File: src/rtl/ale_ram.sv
module ale_ram #(
    parameter int WIDTH = 32,
    parameter int DEPTH = 128
) (
    input  logic                     clk,
    input  logic                     we,
    input  logic [$clog2(DEPTH)-1:0] waddr,
    input  logic [WIDTH-1:0]         wdata,
    input  logic                     re,
    input  logic [$clog2(DEPTH)-1:0] raddr,
    output logic [WIDTH-1:0]         rdata
);

    logic [WIDTH-1:0] mem [DEPTH];

    always_ff @(posedge clk)
    begin
        if (we)
        begin
            mem[waddr] <= wdata;
        end
        if (re)
        begin
            rdata <= mem[raddr];
        end
    end

endmodule

File: config.mk
export PLATFORM = sky130hd
export DESIGN_NAME = ale_ram
export DESIGN_NICKNAME = d
export VERILOG_FILES = /design/src/rtl/ale_ram.sv
export SDC_FILE = /design/constraint.sdc
export NUM_CORES = 2
export LEC_CHECK = 0
export BUFFER_PORTS_ARGS = -buffer_cell sky130_fd_sc_hd__buf_2
export CORE_UTILIZATION = 40
export CTS_CLUSTER_SIZE = 25
export DETAILED_ROUTE_END_ITERATION = 10
export GPL_ROUTABILITY_DRIVEN = 0
export SETUP_SLACK_MARGIN = 0.05
export SYNTH_ARGS = -nofsm -noshare
export SYNTH_HDL_FRONTEND = slang
export SYNTH_SLANG_ARGS = --single-unit
File: constraint.sdc
create_clock -name clk -period 3.2 [get_ports clk]
set_input_delay 0.16 -clock clk [delete_from_list [all_inputs] [get_ports clk]]
set_output_delay 0.16 -clock clk [all_outputs]
set_load 0.05 [all_outputs]
==> impl_metrics.toml <==
[status]
outcome = "finished, violations left"
violations = "design-rule violations"

[power_and_ir_drop]
p_int_uw = 89100
p_clk_share_pct = 41.4
netSwitchingPower_uw = 24300
total_power_uw = 113000
leakagePower_uw = 0.0561
power_frac_seq_pct = 52.9
p_per_area_nw_per_um2 = 619
p_sw_share_pct = 21.4
comb_power_share_pct = 5.7
ir_drop_v = 0.000507

[finish]
fin_nets = 6739
finalInstanceArea_sq_um = 183000
final_cells = 12200
area_growth_pct = 17.0
utilization_pct = 47.1
drive_gt1_share_pct = 37.9

[setup_path]
reg2reg_depth = 4
critPathMaxFanout = 2
path_delay_family = "multiplexers"
path_cells = "mux4_2 > mux4_2 > mux4_2 > mux2_2"
slowest_delay_ps = 710
path_buf_inv = 0
arrival_ps = 3480
cp_common_cell = "mux4_2"
critPathCaptureType = "flop"
slowest_stage = "mux4_2"
required_ps = 3870
worst-path-stages = 4
critical_path.startpoint_type = "flop"
crit_type = "reg -> reg"

[synth]
syn_area_per_cell_sq_um = 26.1
yosysSeqAreaShare_pct = 79.2
synth_top_area_share_pct = 79.2
yosys.area.top_type = "edfxtp_1"
synth_most_common_cell = "edfxtp_1"
synth_area_sq_um = 157000
yosysWarnings = 0
ys_seq_elements = 4128
syn_nets = 6039
synth-edff-count = 4128
synth.top_cells.by_count = "4128 x edfxtp_1, 1344 x mux4_2, 182 x clkbuf_1"
synth.area.top_cells = "edfxtp_1 79%, mux4_2 19%, clkbuf_1 0.44%, nor2_1 0.29%, buf_2 0.25%"
yosysUniqueCellTypes = 16
ys_async_sr_fraction_pct = 0
netlist_instances = 5990
yosys_most_used_dff = "edfxtp_1"

[timing]
slew_headroom_pct = 12.3
finalHoldViolCount = 0
final_max_slew_viol_count = 0
rsz0062_at_grt = "false"
skew_ps = 66.7
finalSetupTns_ps = 0
post-route-period-util_pct = 87.7
fin_crit_ps = 2810
worstMarginPinSlew_ps = 1320
setup_violations = 0
fmax_ghz = 0.356

[grt]
overflow = 0
grt_pass1_vias = 73000
grt-busiest-layer = "met2"
met1_usage_pct = 31.0
use_met2_pct = 35.8
antenna_found_initial = 59
grt_first_pass_wirelength_microns = 602000
grt_max_degree = 107
use_met3_pct = 4.07
grt_usage_pct = 22.3

[run]
max_cap_viol_count = 0

[place]
dp.cells = 11400
placed_area_sq_um = 170000
port_buffers = 80
dp_hpwl_microns = 251000

[clocking]
cts_buffers = 407
cts.sink_count = 4128
post_cts_resized = 0
path_clk_slew_ps = 60
tritoncts = "done"
clk_latency_ps = 930
clock_path_buffers = 4
h-tree-depth = 5
clock-root-buffer = "clkbuf_16"

[drt]
wl_per_cell_microns = 36.0
first_pass_iters = 10
drt_wl_total_microns = 441000
drt_iter0_drc = 10200
ant_nets = 0
routed_via_density = 5.98
num_vias = 73200
drc = 4

[floorplanning]
die_w_microns = 628
placement_rows = 229
die-area_sq_um = 394000
die_y_microns = 628
io_pins = 81
initial_core_util_pct = 40.2
core_sq_um = 389000

[worst_hold_path]
worstHoldPathCells = 1
hp-class = "in -> reg"
[worst paths after layout]
path | from | endpoint | slack [ps]
hold reg to reg | mem[89][27]$_DFFE_PP_ | rdata[27]$_DFFE_PP_ | 1220
setup / recovery | mem[55][27]$_DFFE_PP_ | rdata[27]$_DFFE_PP_ | 390
hold / removal | wdata[13] | mem[83][13]$_DFFE_PP_ | 40
setup reg to reg | mem[55][27]$_DFFE_PP_ | rdata[27]$_DFFE_PP_ | 390
[final cells by class]
class                           instances  area [sq um]
Tap cell                             5197          6500
Clock buffer                          488         10600
Sequential cell                      4128        124000
Clock inverter                        242          2330
Timing Repair Buffer                  607          7450
Fill cell                           30900        206000
Antenna cell                           38          95.1
Multi-Input combinational cell       1546         32300
[flip-flops by register name, indices dropped and copies added (netlist names)]
signal  flops
mem      4096
rdata      32
[logic make-up (layout without fill, tap and decap cells)]
group	count (synthesis)	count (layout)	synth area share [%]
buf+inv	316	1337	0.837
flops	4128	4128	79.2
mux	1376	1376	19.6
other cells	0	38	0
simple gates	170	170	0.445
[power by group through the flow]
stage	combinational, uW	sequential [uW]	clock, uW
after floorplan	2880	61100	0
after global placement	6340	61100	0
after detailed placement	6430	61100	0
after CTS	6480	60000	47500
after global routing	6650	59900	49500
final	6430	60000	47000
[layout by cell type, fill, tap and decap left out, types with 2 or more instances in the layout]
master / Yosys / routed
clkbuf_1: 182 / 75
buf_2: 79 / 42
nor2b_1: 7 / 7
clkbuf_16: 0 / 413
clkinv_2: 0 / 70
nand2_1: 14 / 11
nor3_2: 0 / 3
dlygate4sd3_1: 0 / 34
buf_8: 0 / 3
nand4_1: 3 / 3
clkinv_8: 0 / 3
nor3_4: 0 / 6
clkinv_4: 0 / 11
nand3_2: 0 / 4
buf_4: 3 / 296
nand2_2: 0 / 3
clkinv_1: 0 / 85
mux4_2: 1344 / 1344
mux2_2: 32 / 32
nor2_1: 122 / 3
diode_2: 0 / 38
nand3_1: 12 / 8
nand2b_1: 2 / 2
edfxtp_1: 4128 / 4128
nor2_4: 0 / 119
buf_12: 0 / 231
inv_6: 0 / 4
bufinv_16: 0 / 39
clkinvlp_4: 0 / 23
inv_16: 0 / 5
[through the flow]
| step | hold slack [ps] | worst slack (ps) |
|---|---|---|
| 2_1_floorplan | 259 | -199 |
| 3_3_place_gp | 457 | -371 |
| 3_5_place_dp | 461 | -373 |
| 4_1_cts | 5.16 | 404 |
| 5_1_grt | 46.3 | 384 |
| 6_report | 38.7 | 394 |
[layer usage]
metal / vias up / routed length (microns)
met5: - / 136
met2: 3894 / 213000
met4: 24 / 15800
met1: 40700 / 170000
met3: 659 / 42000
li1: 27900 / -
[what timing repair did]
item / CTS / global route
hold buffers: 34 / 0
buffers inserted: 0 / 0
endpoints found under the setup margin: 0 / 0
hold endpoints to repair: 1640 / 0
(Power assumes the default switching activity.)
